File: src/hw/rtl/ast_pkg.sv
// shared constants and types of the adc scan telemetry framer
// no dependencies; used by every module of the block
`timescale 1ns / 1ps

package ast_pkg;

	// frame layout
	localparam int CHANNELS     = 8;
	localparam int CH_W         = $clog2(CHANNELS);
	localparam int SAMPLE_W     = 12;
	localparam int DAC_W        = 12;
	localparam int BYTE_W       = 8;
	localparam int FRAME_LEN    = 20;
	localparam int CRC_LEN      = FRAME_LEN - 1;
	localparam int POS_W        = $clog2(FRAME_LEN);
	localparam logic [BYTE_W-1:0] FRAME_HEADER = 8'h1B;
	localparam logic [BYTE_W-1:0] CRC_POLY     = 8'h07;

	// stream widths
	localparam int S_TDATA_W = 56;
	localparam int M_TDATA_W = 16;

	// frame job queue between front and back
	localparam int QUEUE_DEPTH = 2;
	localparam int QPTR_W      = $clog2(QUEUE_DEPTH);
	localparam int QCNT_W      = $clog2(QUEUE_DEPTH + 1);

	// everything the serializer needs for one frame
	typedef struct packed {
		logic [BYTE_W-1:0]            seq;
		logic [CHANNELS*SAMPLE_W-1:0] samples;   // channel 0 in the top bits
		logic [BYTE_W-1:0]            din;
		logic [BYTE_W-1:0]            dout;
		logic [DAC_W-1:0]             dac_a;
		logic [DAC_W-1:0]             dac_b;
	} job_t;

	// queue status seen by front and back
	typedef struct packed {
		logic full;
		logic valid;
	} queue_status_t;

endpackage

File: src/hw/rtl/ast_front.sv
// front end: takes sample words, fills the channel slots, posts a frame job on channel 7
// depends on ast_pkg
`timescale 1ns / 1ps

module ast_front (
	input  logic                          clk,
	input  logic                          arst_n,
	input  logic                          s_tvalid,
	output logic                          s_tready,
	// adc_sample[11:0], digital_inputs[19:12], digital_outputs[27:20],
	// dac_first[39:28], dac_second[51:40], zero pad [55:52]
	input  logic [ast_pkg::S_TDATA_W-1:0] s_tdata,
	input  ast_pkg::queue_status_t        q_stat,
	output logic                          push,
	output ast_pkg::job_t                 push_job
);

	logic [ast_pkg::CH_W-1:0]     ch_q;
	logic [ast_pkg::BYTE_W-1:0]   seq_q;
	logic [ast_pkg::SAMPLE_W-1:0] store_q [ast_pkg::CHANNELS-1];
	logic                         is_last;
	logic                         accept;
	logic [ast_pkg::SAMPLE_W-1:0] sample;

	// field split
	assign sample  = s_tdata[11:0];

	// stall only when the closing sample finds the queue full
	assign is_last  = ch_q == ast_pkg::CH_W'(ast_pkg::CHANNELS - 1);
	assign s_tready = !(is_last && q_stat.full);
	assign accept   = s_tvalid && s_tready;
	assign push     = accept && is_last;

	// frame job: stored slots plus the current sample for the last channel
	always_comb begin
		push_job.seq   = seq_q;
		push_job.din   = s_tdata[19:12];
		push_job.dout  = s_tdata[27:20];
		push_job.dac_a = s_tdata[39:28];
		push_job.dac_b = s_tdata[51:40];
		for (int i = 0; i < ast_pkg::CHANNELS - 1; i++) begin
			push_job.samples[(ast_pkg::CHANNELS - 1 - i) * ast_pkg::SAMPLE_W +: ast_pkg::SAMPLE_W] =
				store_q[i];
		end
		push_job.samples[ast_pkg::SAMPLE_W-1:0] = sample;
	end

	// channel counter and sequence number
	always_ff @(posedge clk or negedge arst_n) begin
		if (!arst_n) begin
			ch_q  <= '0;
			seq_q <= '0;
		end else if (accept) begin
			ch_q <= is_last ? '0 : ch_q + ast_pkg::CH_W'(1);
			if (is_last) begin
				seq_q <= seq_q + ast_pkg::BYTE_W'(1);
			end
		end
	end

	// sample slots, last channel goes straight into the job
	always_ff @(posedge clk) begin
		if (accept && !is_last) begin
			store_q[ch_q] <= sample;
		end
	end

endmodule

File: src/hw/rtl/ast_queue.sv
// short frame job queue decoupling the front end from the serializer
// depends on ast_pkg
`timescale 1ns / 1ps

module ast_queue (
	input  logic                   clk,
	input  logic                   arst_n,
	input  logic                   push,
	input  ast_pkg::job_t          push_job,
	input  logic                   pop,
	output ast_pkg::queue_status_t q_stat,
	output ast_pkg::job_t          head_job
);

	ast_pkg::job_t               entries_q [ast_pkg::QUEUE_DEPTH];
	logic [ast_pkg::QPTR_W-1:0]  wr_ptr_q;
	logic [ast_pkg::QPTR_W-1:0]  rd_ptr_q;
	logic [ast_pkg::QCNT_W-1:0]  count_q;

	assign q_stat.full  = count_q == ast_pkg::QCNT_W'(ast_pkg::QUEUE_DEPTH);
	assign q_stat.valid = count_q != '0;
	assign head_job     = entries_q[rd_ptr_q];

	// pointers and fill count
	always_ff @(posedge clk or negedge arst_n) begin
		if (!arst_n) begin
			wr_ptr_q <= '0;
			rd_ptr_q <= '0;
			count_q  <= '0;
		end else begin
			if (push) begin
				wr_ptr_q <= wr_ptr_q + ast_pkg::QPTR_W'(1);
			end
			if (pop) begin
				rd_ptr_q <= rd_ptr_q + ast_pkg::QPTR_W'(1);
			end
			priority if (push && !pop) begin
				count_q <= count_q + ast_pkg::QCNT_W'(1);
			end else if (pop && !push) begin
				count_q <= count_q - ast_pkg::QCNT_W'(1);
			end else begin
				count_q <= count_q;
			end
		end
	end

	// entry storage
	always_ff @(posedge clk) begin
		if (push) begin
			entries_q[wr_ptr_q] <= push_job;
		end
	end

endmodule

File: src/hw/rtl/ast_back.sv
// serializer: walks one frame job byte by byte and runs the crc-8 alongside
// depends on ast_pkg
`timescale 1ns / 1ps

module ast_back (
	input  logic                          clk,
	input  logic                          arst_n,
	input  ast_pkg::queue_status_t        q_stat,
	input  ast_pkg::job_t                 head_job,
	output logic                          pop,
	output logic                          m_tvalid,
	input  logic                          m_tready,
	// frame_byte[7:0], byte_position[12:8], zero pad [15:13]
	output logic [ast_pkg::M_TDATA_W-1:0] m_tdata,
	output logic                          m_tlast
);

	localparam int VEC_W = ast_pkg::CRC_LEN * ast_pkg::BYTE_W;

	logic                        busy_q;
	ast_pkg::job_t               job_q;
	logic [ast_pkg::POS_W-1:0]   pos_q;
	logic [ast_pkg::BYTE_W-1:0]  crc_q;
	logic                        out_valid_q;
	logic [ast_pkg::BYTE_W-1:0]  out_byte_q;
	logic [ast_pkg::POS_W-1:0]   out_pos_q;
	logic                        out_last_q;
	logic [VEC_W-1:0]            frame_vec;
	logic [ast_pkg::BYTE_W-1:0]  frame_bytes [ast_pkg::FRAME_LEN];
	logic [ast_pkg::BYTE_W-1:0]  cur_byte;
	logic                        is_last_pos;
	logic                        emit;

	// one crc-8 step over a byte, msb first
	function automatic logic [7:0] crc8_update(input logic [7:0] crc, input logic [7:0] data);
		logic [7:0] v;
		v = crc ^ data;
		for (int b = 0; b < 8; b++) begin
			v = v[7] ? ((v << 1) ^ ast_pkg::CRC_POLY) : (v << 1);
		end
		return v;
	endfunction

	// frame bytes in order, crc byte last
	assign frame_vec = {ast_pkg::FRAME_HEADER, job_q.seq, job_q.samples,
	                    job_q.din, job_q.dout, job_q.dac_a, job_q.dac_b};
	always_comb begin
		for (int p = 0; p < ast_pkg::CRC_LEN; p++) begin
			frame_bytes[p] = frame_vec[(ast_pkg::CRC_LEN - 1 - p) * ast_pkg::BYTE_W +: ast_pkg::BYTE_W];
		end
		frame_bytes[ast_pkg::CRC_LEN] = crc_q;
	end
	assign cur_byte = frame_bytes[pos_q];

	// advance when the output register is free or being drained
	assign is_last_pos = pos_q == ast_pkg::POS_W'(ast_pkg::FRAME_LEN - 1);
	assign emit        = busy_q && (!out_valid_q || m_tready);
	assign pop         = q_stat.valid && (!busy_q || (emit && is_last_pos));

	// frame walk and crc
	always_ff @(posedge clk or negedge arst_n) begin
		if (!arst_n) begin
			busy_q <= 1'b0;
			pos_q  <= '0;
			crc_q  <= '0;
		end else begin
			priority if (pop) begin
				busy_q <= 1'b1;
				pos_q  <= '0;
				crc_q  <= '0;
			end else if (emit && is_last_pos) begin
				busy_q <= 1'b0;
			end else if (emit) begin
				pos_q <= pos_q + ast_pkg::POS_W'(1);
				crc_q <= crc8_update(crc_q, cur_byte);
			end else begin
				busy_q <= busy_q;
			end
		end
	end

	// job capture
	always_ff @(posedge clk) begin
		if (pop) begin
			job_q <= head_job;
		end
	end

	// output register valid
	always_ff @(posedge clk or negedge arst_n) begin
		if (!arst_n) begin
			out_valid_q <= 1'b0;
		end else if (emit) begin
			out_valid_q <= 1'b1;
		end else if (m_tready) begin
			out_valid_q <= 1'b0;
		end
	end

	// output register payload
	always_ff @(posedge clk) begin
		if (emit) begin
			out_byte_q <= cur_byte;
			out_pos_q  <= pos_q;
			out_last_q <= is_last_pos;
		end
	end

	assign m_tvalid = out_valid_q;
	assign m_tdata  = {3'b000, out_pos_q, out_byte_q};
	assign m_tlast  = out_last_q;

endmodule

File: src/hw/rtl/adc_scan_telemetry_framer.sv
// top level of the adc scan telemetry framer
// depends on ast_pkg, ast_front, ast_queue and ast_back
`timescale 1ns / 1ps

// Each input word is one sample tick: the 12-bit sample goes into the slot of the internal
// channel counter (0..7, restarting at 0 after reset). The tick that carries channel 7 posts a
// frame to a two-entry queue and, as soon as the serializer is free, the block sends 20 output
// words: header 0x1B, sequence number, the eight samples packed msb first in 12 bytes, the
// digital input and output bytes, both dac values in 3 bytes and a crc-8 (poly 0x07, init 0)
// over bytes 0..18; tlast marks the crc byte. The serializer produces one byte per clock
// when the output is not stalled, with the next queued frame following directly. Input words
// are taken every cycle; only a channel 7 word waits while both queue entries hold frames not
// yet started.

module adc_scan_telemetry_framer (
	input  logic                          clk,
	input  logic                          arst_n,
	input  logic                          s_tvalid,
	output logic                          s_tready,
	// adc_sample[11:0], digital_inputs[19:12], digital_outputs[27:20],
	// dac_first[39:28], dac_second[51:40], zero pad [55:52]
	input  logic [ast_pkg::S_TDATA_W-1:0] s_tdata,
	output logic                          m_tvalid,
	input  logic                          m_tready,
	// frame_byte[7:0], byte_position[12:8], zero pad [15:13]
	output logic [ast_pkg::M_TDATA_W-1:0] m_tdata,
	output logic                          m_tlast
);

	ast_pkg::queue_status_t q_stat;
	ast_pkg::job_t          push_job;
	ast_pkg::job_t          head_job;
	logic                   push;
	logic                   pop;

	// sample capture and job build
	ast_front u_front (
		.clk      (clk),
		.arst_n   (arst_n),
		.s_tvalid (s_tvalid),
		.s_tready (s_tready),
		.s_tdata  (s_tdata),
		.q_stat   (q_stat),
		.push     (push),
		.push_job (push_job)
	);

	// frame job queue
	ast_queue u_queue (
		.clk      (clk),
		.arst_n   (arst_n),
		.push     (push),
		.push_job (push_job),
		.pop      (pop),
		.q_stat   (q_stat),
		.head_job (head_job)
	);

	// byte serializer
	ast_back u_back (
		.clk      (clk),
		.arst_n   (arst_n),
		.q_stat   (q_stat),
		.head_job (head_job),
		.pop      (pop),
		.m_tvalid (m_tvalid),
		.m_tready (m_tready),
		.m_tdata  (m_tdata),
		.m_tlast  (m_tlast)
	);

endmodule

File: config.mk
export PLATFORM = sky130hd
export DESIGN_NAME = adc_scan_telemetry_framer
export DESIGN_NICKNAME = d
export VERILOG_FILES = /design/src/hw/rtl/ast_pkg.sv /design/src/hw/rtl/ast_front.sv /design/src/hw/rtl/ast_queue.sv /design/src/hw/rtl/ast_back.sv /design/src/hw/rtl/adc_scan_telemetry_framer.sv
export SDC_FILE = /design/constraint.sdc
export NUM_CORES = 1
export LEC_CHECK = 0
export BUFFER_PORTS_ARGS = -buffer_cell sky130_fd_sc_hd__buf_2
export CAP_MARGIN = 20
export CORE_MARGIN = 5
export CORE_UTILIZATION = 40
export DETAILED_ROUTE_END_ITERATION = 10
export MAX_ROUTING_LAYER = met4
export PLACE_DENSITY_LB_ADDON = 0.25
export SYNTH_ARGS = -nofsm -noshare
export SYNTH_HDL_FRONTEND = slang
export SYNTH_SLANG_ARGS = --single-unit
File: constraint.sdc
create_clock -name clk -period 15.58 [get_ports clk]
set_input_delay 0.779 -clock clk [delete_from_list [all_inputs] [get_ports clk]]
set_output_delay 0.779 -clock clk [all_outputs]
set_load 0.01 [all_outputs]
# ---- Word level (Yosys, flattened, before mapping)
# Memories as Yosys holds them, arrays and structs flattened. A register that Yosys moved wholly into a read port is not among the register bits.
# Cells that the tools add are included.
# Widths: inputs -> output; s select.
dict set report classes {
  n_lt_le_gt_ge 1
  muxes 28
  n_addsub 7
  n_eq_ne 4
  bitwise 10
  n_reduce_logical 24
}
# op count
set ops {}
lappend ops {{$bmux 8 s5} 1}
lappend ops {{$mux 8} 5}
lappend ops {{$mux 3} 9}
lappend ops {{$not 3->3} 8}
lappend ops {{$mux 5} 3}
lappend ops {{$reduce_bool 2->1} 5}
lappend ops {{$logic_and 1x1->1} 9}
lappend ops {{$add 8x1->8 const B} 1}
lappend ops {{$mux 1} 8}
lappend ops {{$xor 8x8->8} 1}
lappend ops {{$ge 6x6->1 const B} 1}
lappend ops {{$logic_not 1->1} 6}
lappend ops {{$not 5->6} 1}
lappend ops {{$add 5x1->5 const B} 1}
lappend ops {{$eq 5x5->1 const B} 1}
lappend ops {{$mux 2} 2}
lappend ops {{$reduce_and 2->1} 2}
lappend ops {{$add 3x1->3 const B} 1}
lappend ops {{$eq 3x3->1 const B} 1}
lappend ops {{$add 1x1->1 const B} 2}
lappend ops {{$add 2x1->2 const B} 1}
lappend ops {{$eq 2x2->1 const B} 1}
lappend ops {{$logic_or 1x1->1} 2}
lappend ops {{$ne 2x2->1 const B} 1}
lappend ops {{$sub 2x1->2 const B} 1}
dict set report totals {
  in_bits 60
  reg_bits 44
  ram_bits 372
  elab_cells 88
  mem_count 2
  output_inout_bits 19
}
# name words width rd rd_ports_with_merged_regs wr line
set memory_table {}
lappend memory_table {u_queue.entries_q 2 144 1 1 1 ast_queue.sv:15} ;# ast_pkg::job_t entries_q [ast_pkg::QUEUE_DEPTH];
lappend memory_table {u_front.store_q 7 12 7 0 1 ast_front.sv:20} ;# logic [ast_pkg::SAMPLE_W-1:0] store_q [ast_pkg::CHANNELS-1];

# ---- Longest topological paths before layout
# Gate-level depths: netlist (run 1).
dict set report depth {
  depth_word 24
  depth_mapped 12
  depth_no_buf 10
}

# ---- Hierarchy
# Synthesis (run 1) repeated with hierarchy kept, for this count alone.
dict set report hier_totals {
  hier_cells 1070
  area_unflattened_um2 21513.1
}
# module cells_per_inst seq_area_each_um2 area_each_um2 n_inst
set modules_own_cells {}
lappend modules_own_cells {ast_queue 464 8748.4 10770.3 1}
lappend modules_own_cells {ast_back 414 5119.9 7239.4 1}
lappend modules_own_cells {ast_front 192 2797.7 3503.4 1}

# ---- Worst setup path after synthesis (run 1)
# OpenSTA, ideal clock, no wires.
dict set report synth_path {
  kind {reg2reg}
  startpoint {reg u_front.ch_q[0] in the netlist's numbering}
  endpoint {mem u_queue.entries_q[0][0] in the netlist's numbering (enable)}
  t_required_ps 14913
  period_less_slack_ps 8381
  setup_slack_ps 7199
  path_buffers 0
  arrival_ps 7714
  path_stages_with_launch 6
  setup_time_ps 667
  path_cell_list {dfrtp_1 -> ha_1 -> ha_1 -> nand2_1 -> a21oi_1 -> nor2b_1}
}
dict set report synth_between {
  elab_chain_len 7
}
# item line
set synth_rtl {}
lappend synth_rtl {{from (decl)} ast_front.sv:18} ;# logic [ast_pkg::CH_W-1:0] ch_q;
lappend synth_rtl {{from (signal assigned)} ast_front.sv:54} ;# ch_q <= is_last ? '0 : ch_q + ast_pkg::CH_W'(1);
lappend synth_rtl {{$eq 3x3->1 (*)} ast_front.sv:29} ;# assign is_last = ch_q == ast_pkg::CH_W'(ast_pkg::CHANNELS - 1);
lappend synth_rtl {{$logic_and 1x1->1} ast_front.sv:30} ;# assign s_tready = !(is_last && q_stat.full);
lappend synth_rtl {{$logic_not 1->1} ast_front.sv:30}
lappend synth_rtl {{$logic_and 1x1->1} ast_front.sv:31} ;# assign accept = s_tvalid && s_tready;
lappend synth_rtl {{$logic_and 1x1->1 (*)} ast_front.sv:32} ;# assign push = accept && is_last;
lappend synth_rtl {{$mux 1 (*)} ast_queue.sv:49} ;# if (push) begin
lappend synth_rtl {{$mux 1 (implied by the code) (*)} ast_queue.sv:50} ;# entries_q[wr_ptr_q] <= push_job;
lappend synth_rtl {{to (decl)} ast_queue.sv:15}
# Every way passes the cells marked *; elsewhere a longest branch is shown, timed or not.

# ---- Final worst setup path (run 1)
dict set report layout_path {
  startpoint {reg u_back.pos_q[4] in the netlist's numbering}
  endpoint {reg u_back.crc_q[7] in the netlist's numbering}
}
dict set report layout_between {
  word_cells_on_any_way 20
  cone_classes {2 x eq/ne; 9 x mux; 4 x bitwise; 5 x reduce/logical}
}
# item line
set layout_lines {}
lappend layout_lines {{from (decl)} ast_back.sv:22} ;# logic [ast_pkg::POS_W-1:0] pos_q;
lappend layout_lines {{from (signal assigned)} ast_back.sv:74} ;# pos_q <= pos_q + ast_pkg::POS_W'(1);
lappend layout_lines {{$eq 5x5->1 (*)} ast_back.sv:56} ;# assign is_last_pos = pos_q == ast_pkg::POS_W'(ast_pkg::FRAME_LEN - 1);
lappend layout_lines {{net u_back.is_last_pos} ast_back.sv:31} ;# logic is_last_pos;
lappend layout_lines {{$logic_and 1x1->1 (*)} {ast_back.sv:58, ast_back.sv:71}}
lappend layout_lines {{$logic_or 1x1->1} ast_back.sv:58} ;# assign pop = q_stat.valid && (!busy_q || (emit && is_last_pos));
lappend layout_lines {{$logic_and 1x1->1} ast_back.sv:58}
lappend layout_lines {{$ne 2x2->1 (no line) or $reduce_bool 2->1 (tied branches)} -}
lappend layout_lines {{$reduce_and 2->1 (no line)} -}
lappend layout_lines {{to (signal assigned)} ast_back.sv:75} ;# crc_q <= crc8_update(crc_q, cur_byte);
lappend layout_lines {{to (decl)} ast_back.sv:23} ;# logic [ast_pkg::BYTE_W-1:0] crc_q;
# Mark *: on every way through the listed nets, which the timed path passes. The rest lies on a longest branch. The select of a mux whose other input is x is not followed.
# A chain may end at the register's enable or synchronous reset.

==> run metrics, run 1 <==
setup TNS=0 ns; DIE AREA=0.05677 mm2; grt ovf=0; r2r setup slk=10.65 ns; # resized after CTS=0; post-route ant nets=0; Slew headroom=slightly below 30%; crit path launch=u_back.pos_q[4]$_DFFE_PN0P_; DR vias/cell=5.054; first-pass GRT wire length=60.69 mm; CTS tree=yes; # DRC=0; PD cells=179.0 mW/mm2; clock-pin slew on the worst setup and hold paths=0.06 ns; Synth Area in Simple Gates=2.533%; effective utilization at floorplan=40.46%; Main synth FF type=edfxtp_1; critical path launch point type=register; Final #Nets=1182; router iterations before antenna repair=4; final instance area=0.02393 mm2; Worst-Margin Slew=about 1.1 ns; Cell Area, Synth=0.02084 mm2; Synth Area in XOR/XNOR=about 1.9%; Min-Delay Path Class=in2async; H-tree Lvls=2; post-synth top area share=76.36%; post-synth cell types=62; Yosys top cell by area=edfxtp_1; Setup crit end kind=register; EDFF count, synth=530; Max Cap Viol=0; clock insertion delay at the later pin of the skew report=about 0.60 ns; clock share of power=a little under a third; die height=238.3 um; Die Width=238.3 um; CTS Buf Count=57; largest net degree at the start of global routing=74; Comb power frac=22.9%; core area=about 0.052 mm2; CP Class=reg2reg; setup bufs post-CTS=0; FMAX=202.7 MHz; leading cell type in the layout, fill and taps excluded=edfxtp_1; share of cells above drive strength 1=31.58%; placer congestion estimate=0.7817; Register-to-Register Path Depth=10; setup violators final=0; Reg power frac=45.3%; clock sink count=560; final wirelength=40.17 mm; switching share of power=a little over a quarter; asr flop ratio synth=5.357%; Area contributors post-synth=edfxtp_1 76%, mux2_2 8.6%, dfrtp_1 3.6%; Ports=79; vias in the first global route=9659; largest family of logic cells by synthesized area=multiplexers; # rows=83; CTS root buffer=clkbuf_16; Req. time, crit path=approximately 16 ns; final hold slack=0.2601 ns; reg2reg start=u_back.pos_q[4]$_DFFE_PN0P_; Arrival @ worst endpoint=about 5.4 ns; Max Buffers Root-to-Sink=3; most frequent cells in the layout=530 x edfxtp_1, 160 x mux2_2, 71 x buf_2; Total Routing Usage GR=14.57%; mux share of post-synthesis cell area=12.05%; Final Hold Viols=0; end point of the critical path=u_back.crc_q[7]$_DFFE_PN0P_; CP max FO=68; initial antenna violation count=1; internal power=slightly above 3000 uW; reg2reg end=u_back.crc_q[7]$_DFFE_PN0P_; per-cell routed wire length=between 20 and 25 um; #FFs+latches synth=560; adder-cell area share of the yosys netlist=less than 1%; Mapped Avg Cell Area=20.70 um2; clock skew=0.01168 ns; Compound-Gate Fraction of Synth Area=a little under 2%; DP Area=~0.022 mm2; Hold Buf Count CTS=0; area delta synth->final=14.80%; DR iter-0 viols=677; Antenna Cells=0; sequential share of the synthesized area=79.96%; RSZ-0062 raised after global routing=no; Pleak=approximately 0.0079 uW; Layout fillers=4303; number of synthesis warnings=0; count of final max-slew check failures=0; DR vias=9310; final worst-path cycle share=31.66%; hpwl dp=22.91 mm; crit path time final=a little under 5 ns; outcome=finished clean; NetSw=1174 uW; Worst IR Drop VDD=0.08793 mV; Cells after Synth=just over 1000; Port-buffer cells=71
## logic make-up (layout without fill, tap and decap cells)
kind of cell,Yosys count,count (layout)
multiplexers,199,199
buffers and inverters,50,203
AO/OA/AOI/OAI,52,52
other,1,3
AND/OR/NAND/NOR,105,105
flip-flops,560,560
adder cells (fa/ha/maj),5,5
XOR/XNOR,35,35
## registers in the layout (all words and copies together) (netlist names), 2 cells and up
signal and flops:
u_front.store_q 84, u_back.pos_q 5, u_front.ch_q 3, u_back.out_pos_q 5, u_front.seq_q 8, u_queue.entries_q 288
u_back.frame_bytes 144, u_queue.count_q 2, u_back.out_byte_q 8, u_back.crc_q 8
## critical path: stages (launching register included)
cell and delay [ns]:
dfrtp_1 0.66, nor3b_2 0.64, nand2_1 0.18, inv_1 0.11, nand2_1 0.10, a21oi_4 0.83, buf_4 0.78, buf_4 0.82
nor2_1 0.26, a21oi_1 0.19, o21ai_0 0.09
## metal layers
layer	global-route usage, %	vias to the layer above	part of all wire (%)
met1	20.08	4834	45
met4	4.226	0	2.2
met5	-	-	0
met3	2.323	68	4.5
met2	22.74	188	48
li1	-	4220	-
## synth_stat cells, types with 10 or more instances
cell      number
edfxtp_1     530
mux2_2       160
clkbuf_1      23
xnor2_1       18
nand2_1       32
nand3_1       12
mux4_2        19
mux2i_1       15
inv_1         12
o21ai_0       11
dfrtp_1       30
nor2_1        19
xor2_1        10
## area by class of cell
cell class              instances  area (um2)  share of cell area, %
multi-input cells             399        3981                  16.64
repair buffers                 87       490.5                  2.050
clock inverters                34       379.1                  1.584
flip-flops and latches        560       16670                  69.69
clock buffers                  70        1506                  6.296
well taps                     680       850.8                  3.556
inverters                      12       45.04                 0.1883
## power by group through the flow
stage | combinational (uW) | sequential (uW) | clock, uW
4_1_cts | 1000 | 1940 | 1400
5_1_grt | 1070 | 1960 | 1470
3_3_place_gp | 985 | 1960 | 0
3_5_place_dp | 997 | 1970 | 0
6_report | 981 | 1940 | 1360
2_1_floorplan | 758 | 1930 | 0
## how the worst min path moves through the flow
stage / end / cells past startpoint
final: u_front.ch_q[1]$_DFFE_PN0N_ / 1
after detailed placement: u_queue.entries_q[0][84]$_DFFE_PP_ / 0
after floorplan: u_queue.entries_q[0][100]$_DFFE_PP_ / 0
after global routing: u_front.ch_q[1]$_DFFE_PN0N_ / 1
after CTS: u_queue.count_q[0]$_DFFE_PN0P_ / 1
after global placement: u_queue.entries_q[0][93]$_DFFE_PP_ / 0
## stage by stage
step | util (%) | power [uW] | cells | setup WS [ns]
after floorplan | - | 2690 | 1009 | 7.199
after CTS | 46.45 | 4343 | 1842 | 10.57
after global placement | 42.73 | 2949 | 1736 | 10.61
after detailed placement | 42.79 | 2969 | 1738 | 10.58
final | 46.45 | 4283 | 1842 | 10.65
after global routing | 46.45 | 4489 | 1842 | 10.22
(Power assumes the default switching activity.)
==> run 2, diff against run 1 <==
==> constraint.sdc (replaced) <==
create_clock -name clk -period 4.3 [get_ports clk]
set_input_delay 0.215 -clock clk [delete_from_list [all_inputs] [get_ports clk]]
set_output_delay 0.215 -clock clk [all_outputs]
set_load 0.01 [all_outputs]
==> run 2 against run 1 <==
Global-route usage up 0.35 points. Wire length up 1.8%. Hold slack worse by 0.19 ns. First-iteration DRC count up 24%. Total power rose to 3.6 times the previous value. Cell area up 2.6%. Register-to-register slack worse by 9.8 ns. Clock skew up 0.016 ns. Sequential power rose to 3.7 times the previous value. Largest power group unchanged. Final cell count up 3.3%.
==> run metrics, run 2 (same netlist as run 1, synthesis figures left out) <==
clock-pin slew on the worst setup and hold paths=0.06 ns (about the same); DRT met1 WL=18.73 mm (+3.0%); DR vias/cell=4.967 (-1.7%); first-pass GRT wire length=62.17 mm (+2.4%); WL met2=19.69 mm (+2.0%); critical path launch point type=register; RSZ-0062 raised after global routing=no; area delta synth->final=17.73%; CP max FO=36 (-47%); share of cells above drive strength 1=30.55% (-1.0 points); setup TNS=0 ns (unchanged); effective utilization at floorplan=40.46% (unchanged); # DRC=0 (unchanged); die height=238.3 um (unchanged); Setup crit end kind=register; Total Routing Usage GR=14.92% (+0.35 points); clock sink count=560 (unchanged); initial antenna violation count=2 (+1); slowest CP cell=dfrtp_4; grt ovf=0 (unchanged); Pleak=0.008195 uW (+3.2%); clock skew=0.02801 ns (+0.01634 ns); internal power=11120 uW (+260%); Port-buffer cells=71 (unchanged); final instance area=0.02454 mm2 (+2.6%); Comb power frac=22.8% (about the same); clock insertion delay at the later pin of the skew report=0.60 ns (about the same); Worst IR Drop VDD=0.3129 mV (+260%); vias in the first global route=9978 (+3.3%); post-route ant nets=0 (unchanged); DR vias=9453 (+1.5%); Die Width=238.3 um (unchanged); most frequent cells in the layout=530 x edfxtp_1, 160 x mux2_2, 71 x buf_2; register bank with the most flops=u_queue.entries_q; Buf+Inv Stages, Crit Path=0 (-3); # rows=83 (unchanged); CTS root buffer=clkbuf_16; Reg power frac=46.7% (+1.4 points); placer congestion estimate=0.7729 (-1.1%); max reg flops=288 (unchanged); router iterations before antenna repair=5 (+1); Final Hold Viols=0 (unchanged); final worst-path cycle share=79.85% (+48 points); DR iter-0 viols=840 (+24%); top routing layer used=met4; per-cell routed wire length=21.49 um (-1.5%); HP Start=s_tdata[10]; switching share of power=27.62% (+0.21 points); Max Cap Viol=0 (unchanged); PD cells=626.2 mW/mm2 (+250%); CTS tree=yes; FMAX=291.2 MHz (+44%); Post-Place Cells=1749 (+0.63%); setup violators final=0 (unchanged); Req. time, crit path=4.83 ns (-11.22 ns); Final #Nets=1246 (+5.4%); Arrival @ worst endpoint=3.97 ns (-1.44 ns); clock share of power=30.5% (-1.3 points); DR WL met3=1.800 mm (-0.11%); overall power=15370 uW (+260%); Max Buffers Root-to-Sink=3 (unchanged); crit path time final=3.434 ns (-1.499 ns); Worst-Margin Slew=1.031 ns (-0.03509 ns); H-tree Lvls=2 (unchanged); final wirelength=40.89 mm (+1.8%); count of final max-slew check failures=0 (unchanged); DP Area=0.02225 mm2 (+0.97%); Ports=79 (unchanged); CP peak stage delay=0.90 ns (+0.07 ns); reg2reg start=u_back.pos_q[0]$_DFFE_PN0P_; outcome=finished clean; CTS Buf Count=57 (unchanged); Finished Layout Cells=1903 (+3.3%); largest net degree at the start of global routing=71 (-4.1%); critical path's top delay family=flip-flops; CP Class=reg2reg; hpwl dp=24.41 mm (+6.6%); DIE AREA=0.05677 mm2 (unchanged); crit path launch=u_back.pos_q[0]$_DFFE_PN0P_; Min-Delay Path Class=in2reg; core area=0.05151 mm2 (unchanged); leading cell type in the layout, fill and taps excluded=edfxtp_1; CP Cell Sequence=mux4_1 > and3_1 > a31oi_1 > o311ai_2 > xnor2_2 > xor3_1 > or3_1 > nand3_1; NetSw=4245 uW (+260%); Slew headroom=31.19% (+2.3 points)
==> run 2: cell count changes in the layout (fill, tap and decap cells not counted), moves of 2 or more <==
cell           before  now
clkinvlp_4          4    2
dlygate4sd3_1       0   53
buf_8               2    0
buf_12              0   10
diode_2             0    2
clkbuf_1           11   18
clkinv_1           13    6
buf_4              14   16
bufinv_16           8    5
==> run 2: metrics by stage <==
step                      worst slack, ns  hold WS (ns)  utilization [%]
after floorplan                   0.03789      -0.08059                -
after global placement             0.8429        0.3268            43.15
after detailed placement           0.8301        0.3302            43.20
after CTS                          0.8226       0.02255            47.61
after global routing               0.7361       0.02002            47.63
final                              0.8664       0.06749            47.64
==> run 2: what timing repair did <==
action / 4_1_cts / 5_1_grt
resized for setup: 0 / 0
endpoints found under the hold margin: 184 / 2
setup buffers: 0 / 0
setup endpoints to repair: 0 / 0
hold buffers: 52 / 1
==> run 2: layout make-up <==
type,count,area (um2)
Antenna cell,2,5.005
Clock buffer,75,1494
Clock inverter,24,254.0
Fill cell,4299,26970
Inverter,12,45.04
Multi-Input combinational cell,399,3981
Sequential cell,560,16670
Tap cell,680,850.8
Timing Repair Buffer,151,1234
==> run 2: layer usage <==
layer	global-route usage [%]	up-vias
met1	20.40	4873
met5	-	-
met2	23.67	179
li1	-	4339
met4	3.339	0
met3	2.751	62
==> run 2: worst paths after layout <==
check	cells past startpoint	slack, ns	end
worst max register to register	8	0.87	u_back.crc_q[0]$_DFFE_PN0P_
min in group asynchronous	2	0.24	u_front.ch_q[0]$_DFFE_PN0N_
worst min register to register	0	0.43	u_queue.entries_q[1][133]$_DFFE_PP_
worst max-delay path	8	0.87	u_back.crc_q[0]$_DFFE_PN0P_
worst min-delay path	1	0.07	u_queue.entries_q[0][50]$_DFFE_PP_
max in group asynchronous	2	3.50	u_queue.rd_ptr_q$_DFFE_PN0N_
==> run 2: power by group through the flow <==
| stage | logic, uW | clock network, uW | registers (uW) |
|---|---|---|---|
| after floorplan | 2750 | 0 | 6970 |
| after global placement | 3460 | 0 | 7270 |
| after detailed placement | 3510 | 0 | 7300 |
| after CTS | 3560 | 4800 | 7190 |
| after global routing | 3810 | 5060 | 7240 |
| final | 3500 | 4690 | 7170 |
==> run 3, diff against run 2 <==
--- a/config.mk
+++ b/config.mk
@@ -5,6 +5,7 @@
 export SDC_FILE = /design/constraint.sdc
 export NUM_CORES = 1
 export LEC_CHECK = 0
+export ABC_AREA = 1
 export BUFFER_PORTS_ARGS = -buffer_cell sky130_fd_sc_hd__buf_2
 export CAP_MARGIN = 20
 export CORE_MARGIN = 5
==> constraint.sdc (replaced) <==
create_clock -name clk -period 2.8 [get_ports clk]
set_input_delay 0.14 -clock clk [delete_from_list [all_inputs] [get_ports clk]]
set_output_delay 0.14 -clock clk [all_outputs]
set_load 0.01 [all_outputs]
==> run 3 against run 2 <==
Hold slack improved by 0.11 ns. Flip-flop and latch count unchanged. Final cell count is 31% higher. Area after synthesis up 0.84%. Sequential power grew 58%. Wire length grew 12%. Combinational power is 100% higher. Non-clock buffer count increased by 17. Critical path depth unchanged. Register-to-register slack worse by 0.63 ns. Clock skew fell by 0.010 ns. Utilization fell by 0.29 points. Critical path type unchanged. Highest routed layer unchanged.
==> run metrics, run 3 <==
grt ovf=0 (unchanged); number of synthesis warnings=0 (unchanged); Final #Nets=1827 (+47%); Multi-input gate area=0.003844 mm2 (-3.5%); CTS root buffer=clkbuf_16; Worst-Margin Slew=0.7761 ns (-0.2548 ns); register bank with the most flops=u_queue.entries_q; Total Routing Usage GR=16.40% (+1.5 points); die height=239.2 um (+0.40%); top post-synthesis cells by count=632 x nand2_1, 530 x edfxtp_1, 84 x nor2_1; Final Hold Viols=0 (unchanged); RSZ-0062 raised after global routing=no; most frequent cells in the layout=630 x nand2_1, 530 x edfxtp_1, 81 x nor2_1; placer congestion estimate=0.8470 (+9.6%); CP max FO=24 (-33%); DR vias=11970 (+27%); Port-buffer cells=71 (unchanged); PD cells=1030 mW/mm2 (+64%); post-route ant nets=0 (unchanged); Reg power frac=44.2% (-2.5 points); final worst-path cycle share=91.39% (+12 points); count leader, synth=nand2_1; sequential share of the synthesized area=79.30% (-0.67 points); Register-to-Register Path Depth=8 (unchanged); Main synth FF type=edfxtp_1; router iterations before antenna repair=5 (unchanged); # rows=84 (+1.2%); clock sink count=560 (unchanged); Slew headroom=48.26% (+17 points); Area contributors post-synth=edfxtp_1 76%, nand2_1 11%, dfrtp_1 3.6%; r2r setup slk=0.24 ns (-0.63 ns); reg2reg start=u_front.ch_q[0]$_DFFE_PN0N_; DR iter-0 viols=938 (+12%); Ports=79 (unchanged); clock insertion delay at the later pin of the skew report=0.61 ns (about the same); clock skew=0.01763 ns (-0.01038 ns); Yosys top cell by area=edfxtp_1; final setup margin=0.2411 ns (-0.6254 ns); initial antenna violation count=1 (-1); vias in the first global route=11880 (+19%); CP Class=reg2reg; Req. time, crit path=3.06 ns (-1.77 ns); effective utilization at floorplan=40.16% (-0.31 points); post-synth top area share=75.72% (-0.64 points); Antenna Cells=0 (-2); Mapped Avg Cell Area=13.21 um2 (-36%); Setup crit end kind=register; Place WS=0.2080 ns (-0.6221 ns); Die Width=239.2 um (+0.40%); clock-pin slew on the worst setup and hold paths=0.06 ns (about the same); Cells after Synth=1591 (+58%); H-tree Lvls=2 (unchanged); max reg flops=288 (unchanged); area delta synth->final=17.91%; CTS Buf Count=58 (+1.8%); Register Area=0.01667 mm2 (about the same); reg2reg end=u_queue.entries_q[0][98]$_DFFE_PP_; Max Buffers Root-to-Sink=3 (unchanged); Max Cap Viol=0 (unchanged); outcome=finished clean; per-cell routed wire length=18.41 um (-14%); Comb power frac=27.5% (+4.7 points); crit path time final=2.559 ns (-0.8746 ns); DIE AREA=0.05723 mm2 (+0.81%); final wirelength=45.89 mm (+12%); clock share of power=28.2% (-2.3 points); core area=0.05234 mm2 (+1.6%); share of cells above drive strength 1=12.19% (-18 points); switching share of power=33.22% (+5.6 points); Min-Delay Path Class=in2async; asr flop ratio synth=5.357% (unchanged); DR vias/cell=4.801 (-3.3%); Pleak=0.009502 uW (+16%); hpwl dp=26.38 mm (+8.1%); Worst IR Drop VDD=0.6890 mV (+120%); leading cell type in the layout, fill and taps excluded=nand2_1; Layout fillers=4573 (+6.4%); # DRC=0 (unchanged); internal power=17050 uW (+53%); NetSw=8478 uW (+100%); Arrival @ worst endpoint=2.82 ns (-1.15 ns); FMAX=390.8 MHz (+34%); #FFs+latches synth=560 (unchanged); Cell Area, Synth=0.02102 mm2 (+0.84%); setup bufs post-CTS=0 (unchanged); post-synth cell types=31 (-50%); CTS tree=yes; setup violators final=0 (unchanged); fin util=47.35% (-0.29 points); critical path launch point type=register; first-pass GRT wire length=69.82 mm (+12%); EDFF count, synth=530 (unchanged); largest net degree at the start of global routing=146 (+110%); count of final max-slew check failures=0 (unchanged)
[run 3: cell types whose count changed after synthesis, moves of 9 or more]
| cell | previous run | this run |
|---|---|---|
| o21ai_1 | 0 | 22 |
| nand2_1 | 32 | 632 |
| nand3_1 | 12 | 49 |
| xnor2_1 | 18 | 6 |
| o21ai_0 | 11 | 56 |
| mux2_2 | 160 | 0 |
| buf_2 | 2 | 11 |
| inv_1 | 12 | 64 |
| mux2i_1 | 15 | 0 |
| nor2_1 | 19 | 84 |
| mux4_2 | 19 | 0 |
[run 3: how the worst max path moves through the flow]
stage	start	endpoint	slack (ns)	cells past startpoint
floorplan	u_back.pos_q[3]$_DFFE_PN0P_	u_queue.count_q[1]$_DFFE_PN0P_	-1.79	10
global placement	u_back.pos_q[1]$_DFFE_PN0P_	u_back.frame_bytes[75]$_DFFE_PN_	0.23	7
detailed placement	u_back.pos_q[1]$_DFFE_PN0P_	u_back.frame_bytes[75]$_DFFE_PN_	0.21	7
CTS	u_back.pos_q[1]$_DFFE_PN0P_	u_back.frame_bytes[75]$_DFFE_PN_	0.19	7
global route	u_back.pos_q[0]$_DFFE_PN0P_	u_back.crc_q[2]$_DFFE_PN0P_	0.03	18
finish	u_front.ch_q[0]$_DFFE_PN0N_	u_queue.entries_q[0][98]$_DFFE_PP_	0.24	8
[run 3: logic make-up (layout without fill, tap and decap cells)]
| logic type | after synthesis | in the layout | synth area share (%) |
|---|---|---|---|
| xor+xnor | 13 | 13 | 0.5417 |
| buf+inv | 129 | 341 | 2.804 |
| simple gates | 778 | 778 | 14.34 |
| fa+ha+maj | 5 | 5 | 0.2977 |
| other cells | 1 | 3 | 0.01784 |
| compound gates | 105 | 105 | 2.709 |
| flops | 560 | 560 | 79.30 |
[run 3: worst max-delay path, stage by stage (launching register included)]
cell and delay, ns:
dfrtp_1 0.39, ha_1 0.21, ha_1 0.26, nand3_1 0.21
nand2_1 0.11, inv_2 0.12, nand2_4 0.12, nor2_4 0.35
buf_4 0.42
[run 3: routing by layer]
metal	wire (um)	vias to the layer above	track usage (%)
li1	-	5774	-
met1	20570	5814	22.12
met2	21550	304	25.44
met3	2461	78	3.201
met4	1317	0	5.188
met5	0	-	-
[run 3: power by group through the flow]
stage | combinational [uW] | sequential, uW | clock [uW]
finish | 7030 | 11300 | 7210
global route | 7900 | 11400 | 7780
detailed placement | 7050 | 11500 | 0
CTS | 7130 | 11300 | 7400
global placement | 6990 | 11400 | 0
floorplan | 4610 | 11400 | 0
[run 3: timing repair]
item	CTS	global route
setup endpoints to repair	0	2
endpoints found under the hold margin	222	0
hold buffers	55	0
gates resized for setup	0	1
[run 3: metrics by stage]
stage / area [um2] / TNS (ns) / hold slack (ns) / std cells / power [uW]
2_1_floorplan: 21100 / -455.70 / -0.1556 / 1593 / 16010
3_5_place_dp: 22460 / 0 / 0.2586 / 2335 / 18500
5_1_grt: 24780 / 0 / 0.2253 / 2493 / 27060
4_1_cts: 24780 / 0 / 0.1830 / 2493 / 25820
3_3_place_gp: 22460 / 0 / 0.2700 / 2335 / 18410
6_report: 24780 / 0 / 0.1824 / 2493 / 25520
[run 3: final cells by class]
class	count	area share, %
clock buffers	76	6.129
clock inverters	27	0.9946
inverters	70	1.070
multi-input cells	904	15.51
flip-flops and latches	560	67.27
well taps	688	3.474
repair buffers	168	5.549
